### config.mk
export PLATFORM = sky130hd
export DESIGN_NAME = packet_bit_field_reader_top
export DESIGN_NICKNAME = d
export VERILOG_FILES = /design/src/pbr_pkg.sv /design/src/pbr_store.sv /design/src/pbr_engine.sv /design/src/packet_bit_field_reader_top.sv
export VERILOG_INCLUDE_DIRS = /design/src /design/src/src
export SDC_FILE = /design/constraint.sdc
export NUM_CORES = 2
export LEC_CHECK = 0
export BUFFER_PORTS_ARGS = -buffer_cell sky130_fd_sc_hd__buf_4
export CELL_PAD_IN_SITES_DETAIL_PLACEMENT = 1
export CELL_PAD_IN_SITES_GLOBAL_PLACEMENT = 1
export CORE_ASPECT_RATIO = 1.1
export CORE_MARGIN = 2
export CORE_UTILIZATION = 50
export CTS_CLUSTER_SIZE = 14
export DETAILED_ROUTE_END_ITERATION = 12
export PLACE_DENSITY = 0.85
export SLEW_MARGIN = 20
export SYNTH_ARGS = -nofsm -noshare
export SYNTH_HDL_FRONTEND = slang
export SYNTH_SLANG_ARGS = --single-unit
### constraint.sdc
create_clock -name clk_i -period 3.8 [get_ports clk_i]
set_input_delay 0.76 -clock clk_i [delete_from_list [all_inputs] [get_ports clk_i]]
set_output_delay 0.76 -clock clk_i [all_outputs]
set_load 0.01 [all_outputs]
### src/packet_bit_field_reader_top_macros.svh
// Assertion macros for the packet bit field reader.
`ifndef PACKET_BIT_FIELD_READER_TOP_MACROS_SVH
`define PACKET_BIT_FIELD_READER_TOP_MACROS_SVH

`ifndef SYNTH
// Same-cycle implication, checked on every rising edge outside reset.
`define PBR_ASSERT_IMP(name, clk, rst_n, ante, cons) \
  name: assert property (@(posedge clk) disable iff (!rst_n) (ante) |-> (cons)) \
    else $error("pbr: implication violated");
// Next-cycle implication, checked on every rising edge outside reset.
`define PBR_ASSERT_NEXT(name, clk, rst_n, ante, cons) \
  name: assert property (@(posedge clk) disable iff (!rst_n) (ante) |=> (cons)) \
    else $error("pbr: next-cycle implication violated");
`else
`define PBR_ASSERT_IMP(name, clk, rst_n, ante, cons)
`define PBR_ASSERT_NEXT(name, clk, rst_n, ante, cons)
`endif

`endif

### src/pbr_pkg.sv
// Shared types and constants of the packet bit field reader.
package pbr_pkg;

  localparam int unsigned STORE_BYTES   = 256;
  localparam int unsigned ADDR_W        = $clog2(STORE_BYTES);
  localparam int unsigned POS_W         = 12;
  localparam int unsigned VALUE_W       = 32;
  localparam int unsigned CNT_W         = 6;
  localparam int unsigned FIELD_BITS    = 32;
  localparam int unsigned VARINT_GROUPS = 5;
  localparam int unsigned GRP_W         = 3;
  localparam int unsigned GROUP_BITS    = 8;

  // Largest packet length the store can hold, in bits.
  localparam logic [POS_W-1:0] LIMIT_CAP = POS_W'(STORE_BYTES * 8);

  // Item kinds.
  localparam logic [2:0] MODE_LOAD    = 3'd0;
  localparam logic [2:0] MODE_START   = 3'd1;
  localparam logic [2:0] MODE_FIELD   = 3'd2;
  localparam logic [2:0] MODE_BOUNDED = 3'd3;
  localparam logic [2:0] MODE_VARINT  = 3'd4;
  localparam logic [2:0] MODE_BIT     = 3'd5;

  typedef struct packed {
    logic [2:0]         mode;
    logic [7:0]         byte_addr;
    logic [7:0]         data_byte;
    logic [POS_W-1:0]   bit_length;
    logic [CNT_W-1:0]   bit_count;
    logic [VALUE_W-1:0] value_max;
  } pbr_in_t;

  typedef struct packed {
    logic [VALUE_W-1:0] value;
    logic               error;
    logic [POS_W-1:0]   position;
    logic [POS_W-1:0]   bits_left;
  } pbr_out_t;

  // Request from the sequencer to the byte store.
  typedef struct packed {
    logic              we;
    logic [ADDR_W-1:0] waddr;
    logic [7:0]        wdata;
    logic              re;
    logic [ADDR_W-1:0] raddr;
  } pbr_mem_req_t;

endpackage

### src/pbr_store.sv
// Packet byte store: one write port, one read port with registered data.
module pbr_store
  import pbr_pkg::*;
(
  input  logic         clk_i,
  input  pbr_mem_req_t req_i,
  output logic [7:0]   rd_data_o
);

  logic [7:0] mem_q [STORE_BYTES];
  logic [7:0] rd_data_q;

  // Byte write and registered byte read
  always_ff @(posedge clk_i) begin
    if (req_i.we) begin
      mem_q[req_i.waddr] <= req_i.wdata;
    end
    if (req_i.re) begin
      rd_data_q <= mem_q[req_i.raddr];
    end
  end

  assign rd_data_o = rd_data_q;

endmodule

### src/pbr_engine.sv
// Bit-serial read sequencer: holds position, length and error, walks fields a bit a cycle, pausing for each byte load.
module pbr_engine
  import pbr_pkg::*;
(
  input  logic         clk_i,
  input  logic         rst_ni,
  input  logic         in_valid_i,
  input  pbr_in_t      in_i,
  output logic         in_ready_o,
  output pbr_mem_req_t mem_o,
  input  logic [7:0]   rd_data_i,
  output logic         res_valid_o,
  output pbr_out_t     res_o,
  input  logic         res_ready_i
);

  typedef enum logic [1:0] {
    ST_IDLE,
    ST_BIT,
    ST_LOAD,
    ST_DONE
  } state_e;

  state_e             state_q, state_d;
  logic [2:0]         kind_q, kind_d;
  logic [POS_W-1:0]   pos_q, pos_d;
  logic [POS_W-1:0]   limit_q, limit_d;
  logic               ovf_q, ovf_d;
  logic [VALUE_W-1:0] val_q, val_d;
  logic [CNT_W-1:0]   cnt_q, cnt_d;
  logic [CNT_W-1:0]   n_q, n_d;
  logic [VALUE_W-1:0] vmax_q, vmax_d;
  logic [7:0]         win_q, win_d;
  logic               win_empty_q, win_empty_d;
  logic [GRP_W-1:0]   grp_q, grp_d;
  logic [2:0]         gbit_q, gbit_d;
  logic               cont_q, cont_d;
  logic               stop_q, stop_d;

  logic [VALUE_W-1:0] mask;
  logic [POS_W:0]     field_end;
  logic [POS_W:0]     group_end;
  logic               go;
  logic               ovf_hit;
  logic               fetch;

  assign mask      = VALUE_W'(1) << cnt_q[4:0];
  assign field_end = {1'b0, pos_q} + {{(POS_W + 1 - CNT_W){1'b0}}, in_i.bit_count};
  assign group_end = {1'b0, pos_q} + (POS_W + 1)'(GROUP_BITS);

  // Per-kind decision: take another bit, or stop (possibly on overflow)
  always_comb begin
    go      = 1'b0;
    ovf_hit = 1'b0;
    unique case (kind_q) inside
      MODE_FIELD, MODE_BIT: begin
        go = cnt_q < n_q;
      end
      MODE_BOUNDED: begin
        // value has no bits at or above the mask, so value + mask == value | mask
        go      = !cnt_q[CNT_W-1] && ((val_q | mask) < vmax_q);
        ovf_hit = go && (pos_q >= limit_q);
      end
      MODE_VARINT: begin
        if (gbit_q == 3'd0) begin
          go      = !stop_q && (grp_q != GRP_W'(VARINT_GROUPS));
          ovf_hit = go && (group_end > {1'b0, limit_q});
        end else begin
          go = 1'b1;
        end
      end
      default: begin
        go = 1'b0;
      end
    endcase
  end

  assign fetch = (state_q == ST_BIT) && go && !ovf_hit && win_empty_q;

  // Store access: writes for load items, byte fetches during a read
  always_comb begin
    mem_o.we    = in_valid_i && (state_q == ST_IDLE) && (in_i.mode == MODE_LOAD);
    mem_o.waddr = in_i.byte_addr[ADDR_W-1:0];
    mem_o.wdata = in_i.data_byte;
    mem_o.re    = fetch;
    mem_o.raddr = pos_q[ADDR_W+2:3];
  end

  // Next-state logic
  always_comb begin
    state_d     = state_q;
    kind_d      = kind_q;
    pos_d       = pos_q;
    limit_d     = limit_q;
    ovf_d       = ovf_q;
    val_d       = val_q;
    cnt_d       = cnt_q;
    n_d         = n_q;
    vmax_d      = vmax_q;
    win_d       = win_q;
    win_empty_d = win_empty_q;
    grp_d       = grp_q;
    gbit_d      = gbit_q;
    cont_d      = cont_q;
    stop_d      = stop_q;

    unique case (state_q)
      ST_IDLE: begin
        if (in_valid_i) begin
          kind_d      = in_i.mode;
          val_d       = '0;
          cnt_d       = '0;
          n_d         = in_i.bit_count;
          vmax_d      = in_i.value_max;
          win_empty_d = 1'b1;
          grp_d       = '0;
          gbit_d      = '0;
          cont_d      = 1'b0;
          stop_d      = 1'b0;
          state_d     = ST_DONE;
          case (in_i.mode)
            MODE_START: begin
              limit_d = (in_i.bit_length > LIMIT_CAP) ? LIMIT_CAP : in_i.bit_length;
              pos_d   = '0;
              ovf_d   = 1'b0;
            end
            MODE_FIELD: begin
              if (ovf_q || (in_i.bit_count > CNT_W'(FIELD_BITS)) ||
                  (field_end > {1'b0, limit_q})) begin
                ovf_d = 1'b1;
              end else if (in_i.bit_count != '0) begin
                state_d = ST_BIT;
              end
            end
            MODE_BOUNDED, MODE_VARINT: begin
              if (!ovf_q) begin
                state_d = ST_BIT;
              end
            end
            MODE_BIT: begin
              // single bit fails quietly at the end of the packet
              n_d = CNT_W'(1);
              if (!ovf_q && (pos_q < limit_q)) begin
                state_d = ST_BIT;
              end
            end
            default: begin
              state_d = ST_DONE;
            end
          endcase
        end
      end

      ST_BIT: begin
        if (!go) begin
          state_d = ST_DONE;
        end else if (ovf_hit) begin
          ovf_d   = 1'b1;
          state_d = ST_DONE;
        end else if (win_empty_q) begin
          state_d = ST_LOAD;
        end else begin
          // consume one bit from the window
          pos_d = pos_q + POS_W'(1);
          win_d = win_q >> 1;
          if (pos_d[2:0] == 3'd0) begin
            win_empty_d = 1'b1;
          end
          if (kind_q == MODE_VARINT) begin
            gbit_d = gbit_q + 3'd1;
            if (gbit_q == 3'd0) begin
              cont_d = win_q[0];
            end else begin
              if (!cnt_q[CNT_W-1]) begin
                val_d[cnt_q[4:0]] = win_q[0];
              end
              cnt_d = cnt_q + CNT_W'(1);
            end
            if (gbit_q == 3'd7) begin
              grp_d  = grp_q + GRP_W'(1);
              stop_d = !cont_q;
            end
          end else begin
            val_d[cnt_q[4:0]] = win_q[0];
            cnt_d             = cnt_q + CNT_W'(1);
          end
        end
      end

      ST_LOAD: begin
        win_d       = rd_data_i >> pos_q[2:0];
        win_empty_d = 1'b0;
        state_d     = ST_BIT;
      end

      ST_DONE: begin
        if (res_ready_i) begin
          state_d = ST_IDLE;
        end
      end

      default: begin
        state_d = ST_IDLE;
      end
    endcase
  end

  // State and datapath registers
  always_ff @(posedge clk_i or negedge rst_ni) begin
    if (!rst_ni) begin
      state_q     <= ST_IDLE;
      kind_q      <= MODE_LOAD;
      pos_q       <= '0;
      limit_q     <= '0;
      ovf_q       <= 1'b0;
      val_q       <= '0;
      cnt_q       <= '0;
      n_q         <= '0;
      vmax_q      <= '0;
      win_q       <= '0;
      win_empty_q <= 1'b1;
      grp_q       <= '0;
      gbit_q      <= '0;
      cont_q      <= 1'b0;
      stop_q      <= 1'b0;
    end else begin
      state_q     <= state_d;
      kind_q      <= kind_d;
      pos_q       <= pos_d;
      limit_q     <= limit_d;
      ovf_q       <= ovf_d;
      val_q       <= val_d;
      cnt_q       <= cnt_d;
      n_q         <= n_d;
      vmax_q      <= vmax_d;
      win_q       <= win_d;
      win_empty_q <= win_empty_d;
      grp_q       <= grp_d;
      gbit_q      <= gbit_d;
      cont_q      <= cont_d;
      stop_q      <= stop_d;
    end
  end

  assign in_ready_o      = (state_q == ST_IDLE);
  assign res_valid_o     = (state_q == ST_DONE);
  assign res_o.value     = val_q;
  assign res_o.error     = ovf_q;
  assign res_o.position  = pos_q;
  assign res_o.bits_left = limit_q - pos_q;

endmodule

### src/packet_bit_field_reader_top.sv
// Packet bit field reader: a 256-byte packet store, loaded a byte per transfer, read back
// LSB first as plain fields (0 to 32 bits), bounded integers, varints (up to five 8-bit
// groups, continue flag in bit 0) and single bits, with a sticky overflow flag set by a
// read past the packet length. One item is worked on at a time, one bit per cycle except
// while a byte is fetched and loaded into the window: load, start and reads settled when
// taken (a field that fails or has zero width, any read with the flag set, a single bit at
// the end of the packet, unused kinds) go straight to the result; a read that walks bits
// over stored bytes passes through the accepting step, a fetch and a window load per byte
// touched, a step per bit, a final check and the result. A stalled output holds results
// back. The result of the previous item may still wait in the output register while the
// next item is taken.
`include "packet_bit_field_reader_top_macros.svh"

module packet_bit_field_reader_top
  import pbr_pkg::*;
(
  input  logic     clk_i,
  input  logic     rst_ni,
  input  logic     in_valid_i,
  output logic     in_stall_o,
  input  pbr_in_t  in_i,
  output logic     out_valid_o,
  input  logic     out_stall_i,
  output pbr_out_t out_o
);

  pbr_mem_req_t mem_req;
  logic [7:0]   rd_data;
  logic         eng_ready;
  logic         res_valid;
  logic         res_ready;
  pbr_out_t     res;

  logic         out_valid_q, out_valid_d;
  pbr_out_t     out_q, out_d;
  logic [POS_W:0] limit_sum;
  logic         result_ok;

  pbr_store u_store (
    .clk_i     (clk_i),
    .req_i     (mem_req),
    .rd_data_o (rd_data)
  );

  pbr_engine u_engine (
    .clk_i       (clk_i),
    .rst_ni      (rst_ni),
    .in_valid_i  (in_valid_i),
    .in_i        (in_i),
    .in_ready_o  (eng_ready),
    .mem_o       (mem_req),
    .rd_data_i   (rd_data),
    .res_valid_o (res_valid),
    .res_o       (res),
    .res_ready_i (res_ready)
  );

  assign in_stall_o = !eng_ready;

  // Output register: takes a result when empty or when its transfer completes
  assign res_ready = !out_valid_q || !out_stall_i;

  always_comb begin
    out_valid_d = out_valid_q;
    out_d       = out_q;
    if (res_valid && res_ready) begin
      out_valid_d = 1'b1;
      out_d       = res;
    end else if (!out_stall_i) begin
      out_valid_d = 1'b0;
    end
  end

  always_ff @(posedge clk_i or negedge rst_ni) begin
    if (!rst_ni) begin
      out_valid_q <= 1'b0;
      out_q       <= '0;
    end else begin
      out_valid_q <= out_valid_d;
      out_q       <= out_d;
    end
  end

  assign out_valid_o = out_valid_q;
  assign out_o       = out_q;

  // Position plus bits left gives the packet length, never above the store size
  assign limit_sum = {1'b0, out_q.position} + {1'b0, out_q.bits_left};
  assign result_ok = (out_q.position <= LIMIT_CAP) && (limit_sum <= (POS_W + 1)'(LIMIT_CAP));

  `PBR_ASSERT_IMP(a_idle_no_result, clk_i, rst_ni, !in_stall_o, !res_valid)
  `PBR_ASSERT_NEXT(a_accept_goes_busy, clk_i, rst_ni, in_valid_i && !in_stall_o, in_stall_o)
  `PBR_ASSERT_IMP(a_result_in_range, clk_i, rst_ni, out_valid_q, result_ok)

endmodule
==> out/qor.csv <==
stage,metric,value,unit
floorplan,die area,183400,um2
critical_path,Worst path max stage delay,0.87,ns
placement,"worst slack, placed",-0.2937,ns
yosys,largest cells by area after synthesis,"edfxtp_1 (69%), mux4_2 (16%), dfrtp_1 (5.0%)",
flow_run,maxcap violations,0,
yosys,"area leader, netlist",edfxtp_1,
critical_path,crit-path leading delay family,simple AND/OR/NAND/NOR gates,
routing,initial drt markers,7710,
run_status,outcome,"finished, violations left",
yosys,Post-Syn Instances,4574,
routing,total routed wirelength,280.0,mm
timing,RSZ-0062 raised after global routing,yes,
clock_tree,clock tree buffer depth,3,
clock_tree,TritonCTS clock tree,done,
critical_path,cell mode on critical path,nor2_1,
timing,final worst setup slack,-0.05124,ns
yosys,commonest register cell after synthesis,edfxtp_1,
clock_tree,CTS H-tree depth,4,
yosys,Post-synth EDFFs,2056,
layout,multi-input logic area,22810,um2
routing,drt drc,0,
clock_tree,hold_buf cts,0,
run_status,failing checks,negative setup slack,
routing,Vias,52140,
grt,GRT Overall Usage,29.96,%
yosys,sequential-to-total area share from yosys stat,73.64,%
power_and_ir_drop,largest vdd supply drop,665.2,uV
power_and_ir_drop,Power per Cell Area,695.5,nW/um2
grt,antenna violations before repair,13,
floorplan,Core Box Area,179100,um2
timing,Tmin final,3.851,ns
floorplan,DIE HEIGHT,449.0,um
critical_path,cells along the critical path,nor2_1 > and2_2 > and3_1 > nor3b_1 > nand2_1 > nor2_1,
placement,number of I/O port buffers,131,
layout,Post-Layout Cell Count,7710,
timing,Final Cycle Share,101.3,%
floorplan,die width,408.5,um
timing,final hold viol count,0,
placement,Placer Congestion,0.9087,
hold_path,Hold WC Path Type,primary input to asynchronous set/reset pin,
yosys,Post-synth top cells,"edfxtp_1 (2,056), mux4_2 (640), nor2_1 (330)",
clock_tree,clock buffer count from CTS,210,
timing,Final Setup Violations,17,
critical_path,CP max FO,13,
layout,layout cells sized above 1,31.16,%
timing,Clock Skews,0.04712,ns
timing,worst-margin pin slew,1.157,ns
grt,first-pass GRT wire length,397.3,mm
critical_path,Worst setup EP type,flop,
yosys,"count leader, synth",edfxtp_1,
critical_path,critical path data required time,4.30,ns
yosys,Syn Std Cell Area,89990,um2
routing,1st-pass router iterations,6,
floorplan,# rows,163,
clock_tree,CTS Sinks,2237,
layout,FF/Latch Area,66290,um2
critical_path,Crit path buffers/inverters,0,
power_and_ir_drop,"Power, Total",72.78,mW
critical_path,crit path kind,flop to flop,
yosys,number of synthesized register bits,2237,
routing,wire length per cell,36.32,um
clock_tree,clock slew at reported path FFs,0.07,ns
yosys,count of different cell masters after synthesis,77,
critical_path,r2r setup slk,-0.05,ns
yosys,share of flip-flops with an asynchronous set or reset,8.091,%
critical_path,slowest CP cell,nor2_1,
grt,grt ovf,0,
grt,vias in the first global route,54253,
timing,FMAX,0.2597,GHz
layout,Total Nets Final,5306,
placement,Final HPWL DP,156.6,mm
floorplan,IO Pins,132,
timing,Rel. slew slack,22.59,%
yosys,Synth top area share,68.61,%
layout,Fill cells,15542,
clock_tree,Clock Latency Late Sink,0.89,ns
yosys,Yosys warning count,0,
floorplan,Initial Util,50.26,%
critical_path,R2R Path End,u_store.mem_q[27][7],
critical_path,worst flop-to-flop path startpoint,u_engine.state_q[0],
power_and_ir_drop,leakage power,34.72,nW
layout,area grow syn2layout,16.28,%
routing,Routed Antenna Nets,0,
routing,vias per cell,6.763,
timing,final slew viol count,0,
placement,Inst Count DP,7308,
layout,final core utilization,58.44,%
clock_tree,root buf cell,clkbuf_16,
yosys,Mean Syn Cell Area,19.67,um2
critical_path,crit path DAT,4.35,ns
grt,largest net degree at the start of global routing,124,
critical_path,cell count of the worst reg-to-reg path,6,
yosys,syn nets,4741,
critical_path,startpoint types,flop,
per-layer routing:
metal / track usage [%] / up-vias / wire, um
met5: 0 / - / 135
met4: 14.48 / 20 / 17050
met2: 50.14 / 4198 / 140500
met1: 37.67 / 27152 / 94690
li1: - / 19788 / -
met3: 5.895 / 982 / 27670
area by class of cell:
type | instances | share of cell area [%]
Sequential cell | 2237 | 63.35
Inverter | 85 | 0.3121
Clock inverter | 131 | 1.383
Antenna cell | 1 | 0.002391
Timing Repair Buffer | 602 | 5.012
Clock buffer | 259 | 5.286
Multi-Input combinational cell | 2003 | 21.79
Tap cell | 2392 | 2.860
cells by family (layout without fill, tap and decap cells):
logic type | Yosys count | in the layout | synth area share, %
AOI/OAI and AO/OA | 409 | 409 | 3.194
xor gates and xnor gates | 26 | 26 | 0.2530
adders and majority gates | 94 | 94 | 1.324
buffers and inverters | 334 | 1077 | 1.478
other | 0 | 1 | 0
DFF | 2237 | 2237 | 73.64
muxes | 654 | 654 | 16.18
and+or+nand+nor | 820 | 820 | 3.932
worst max-delay path by stage:
stage / startpoint / end / slack [ns] / cells past startpoint
2_1_floorplan: u_engine.pos_q[3] / u_engine.pos_q[7] / 0.06 / 14
6_report: u_engine.state_q[0] / u_store.mem_q[27][7] / -0.05 / 6
3_5_place_dp: in_i[32] / u_engine.state_q[1] / -0.29 / 20
4_1_cts: u_engine.cnt_q[0] / u_engine.pos_q[10] / -0.01 / 14
5_1_grt: u_engine.state_q[0] / u_store.mem_q[19][0] / -0.12 / 6
3_3_place_gp: in_i[32] / u_engine.state_q[1] / -0.36 / 20
cells in the final DEF (no fill, tap or decap), types with 31 or more instances in the layout:
cell       netlist  final
edfxtp_1      2056   2056
a22oi_1         40     37
o21ai_0         96     94
nor2_1         330    324
inv_1           79     79
clkinv_2         0     42
dfrtp_1        180    170
buf_12           0     31
ha_1            92     86
a21oi_1         53     48
clkinv_1         3     43
buf_4            0    543
nand2b_1        36     36
nand2_1        280    277
clkbuf_1       168     42
clkbuf_16        0    215
mux4_2         640    640
nand3_1         79     76
through the flow:
stage	cell area (um2)	hold WS, ns	setup TNS (ns)
final	104600	0.005010	-0.7390
after global routing	104600	0.05397	-4.566
after CTS	104200	0.02124	-0.01386
after detailed placement	97010	0.4656	-0.6230
after global placement	97010	0.4558	-0.4412
after floorplan	90010	0.4166	0
repair_timing:
item	4_1_cts	5_1_grt
gates cloned	3	3
endpoints found under the setup margin	51	72
pin swaps	0	9
gates resized for setup	31	60
setup buffers	0	5
report_power, final:
part / switching [mW] / internal (mW) / total, mW
Sequential: 0.594 / 27.5 / 28.1
Clock: 9.85 / 12.1 / 21.9
Combinational: 13.0 / 9.70 / 22.7
Total: 23.4 / 49.3 / 72.8
flip-flops by register name (all words and copies together) (netlist names), 6 cells and up:
| register | count |
|---|---|
| u_engine.n_q | 6 |
| u_engine.vmax_q | 32 |
| u_store.rd_data_o | 8 |
| u_store.mem_q | 2048 |
| u_engine.win_q | 8 |
| u_engine.cnt_q | 6 |
| out_o | 57 |
| u_engine.limit_q | 12 |
| u_engine.val_q | 32 |
| u_engine.pos_q | 12 |
Note: power is estimated with default switching activity, not from simulation.
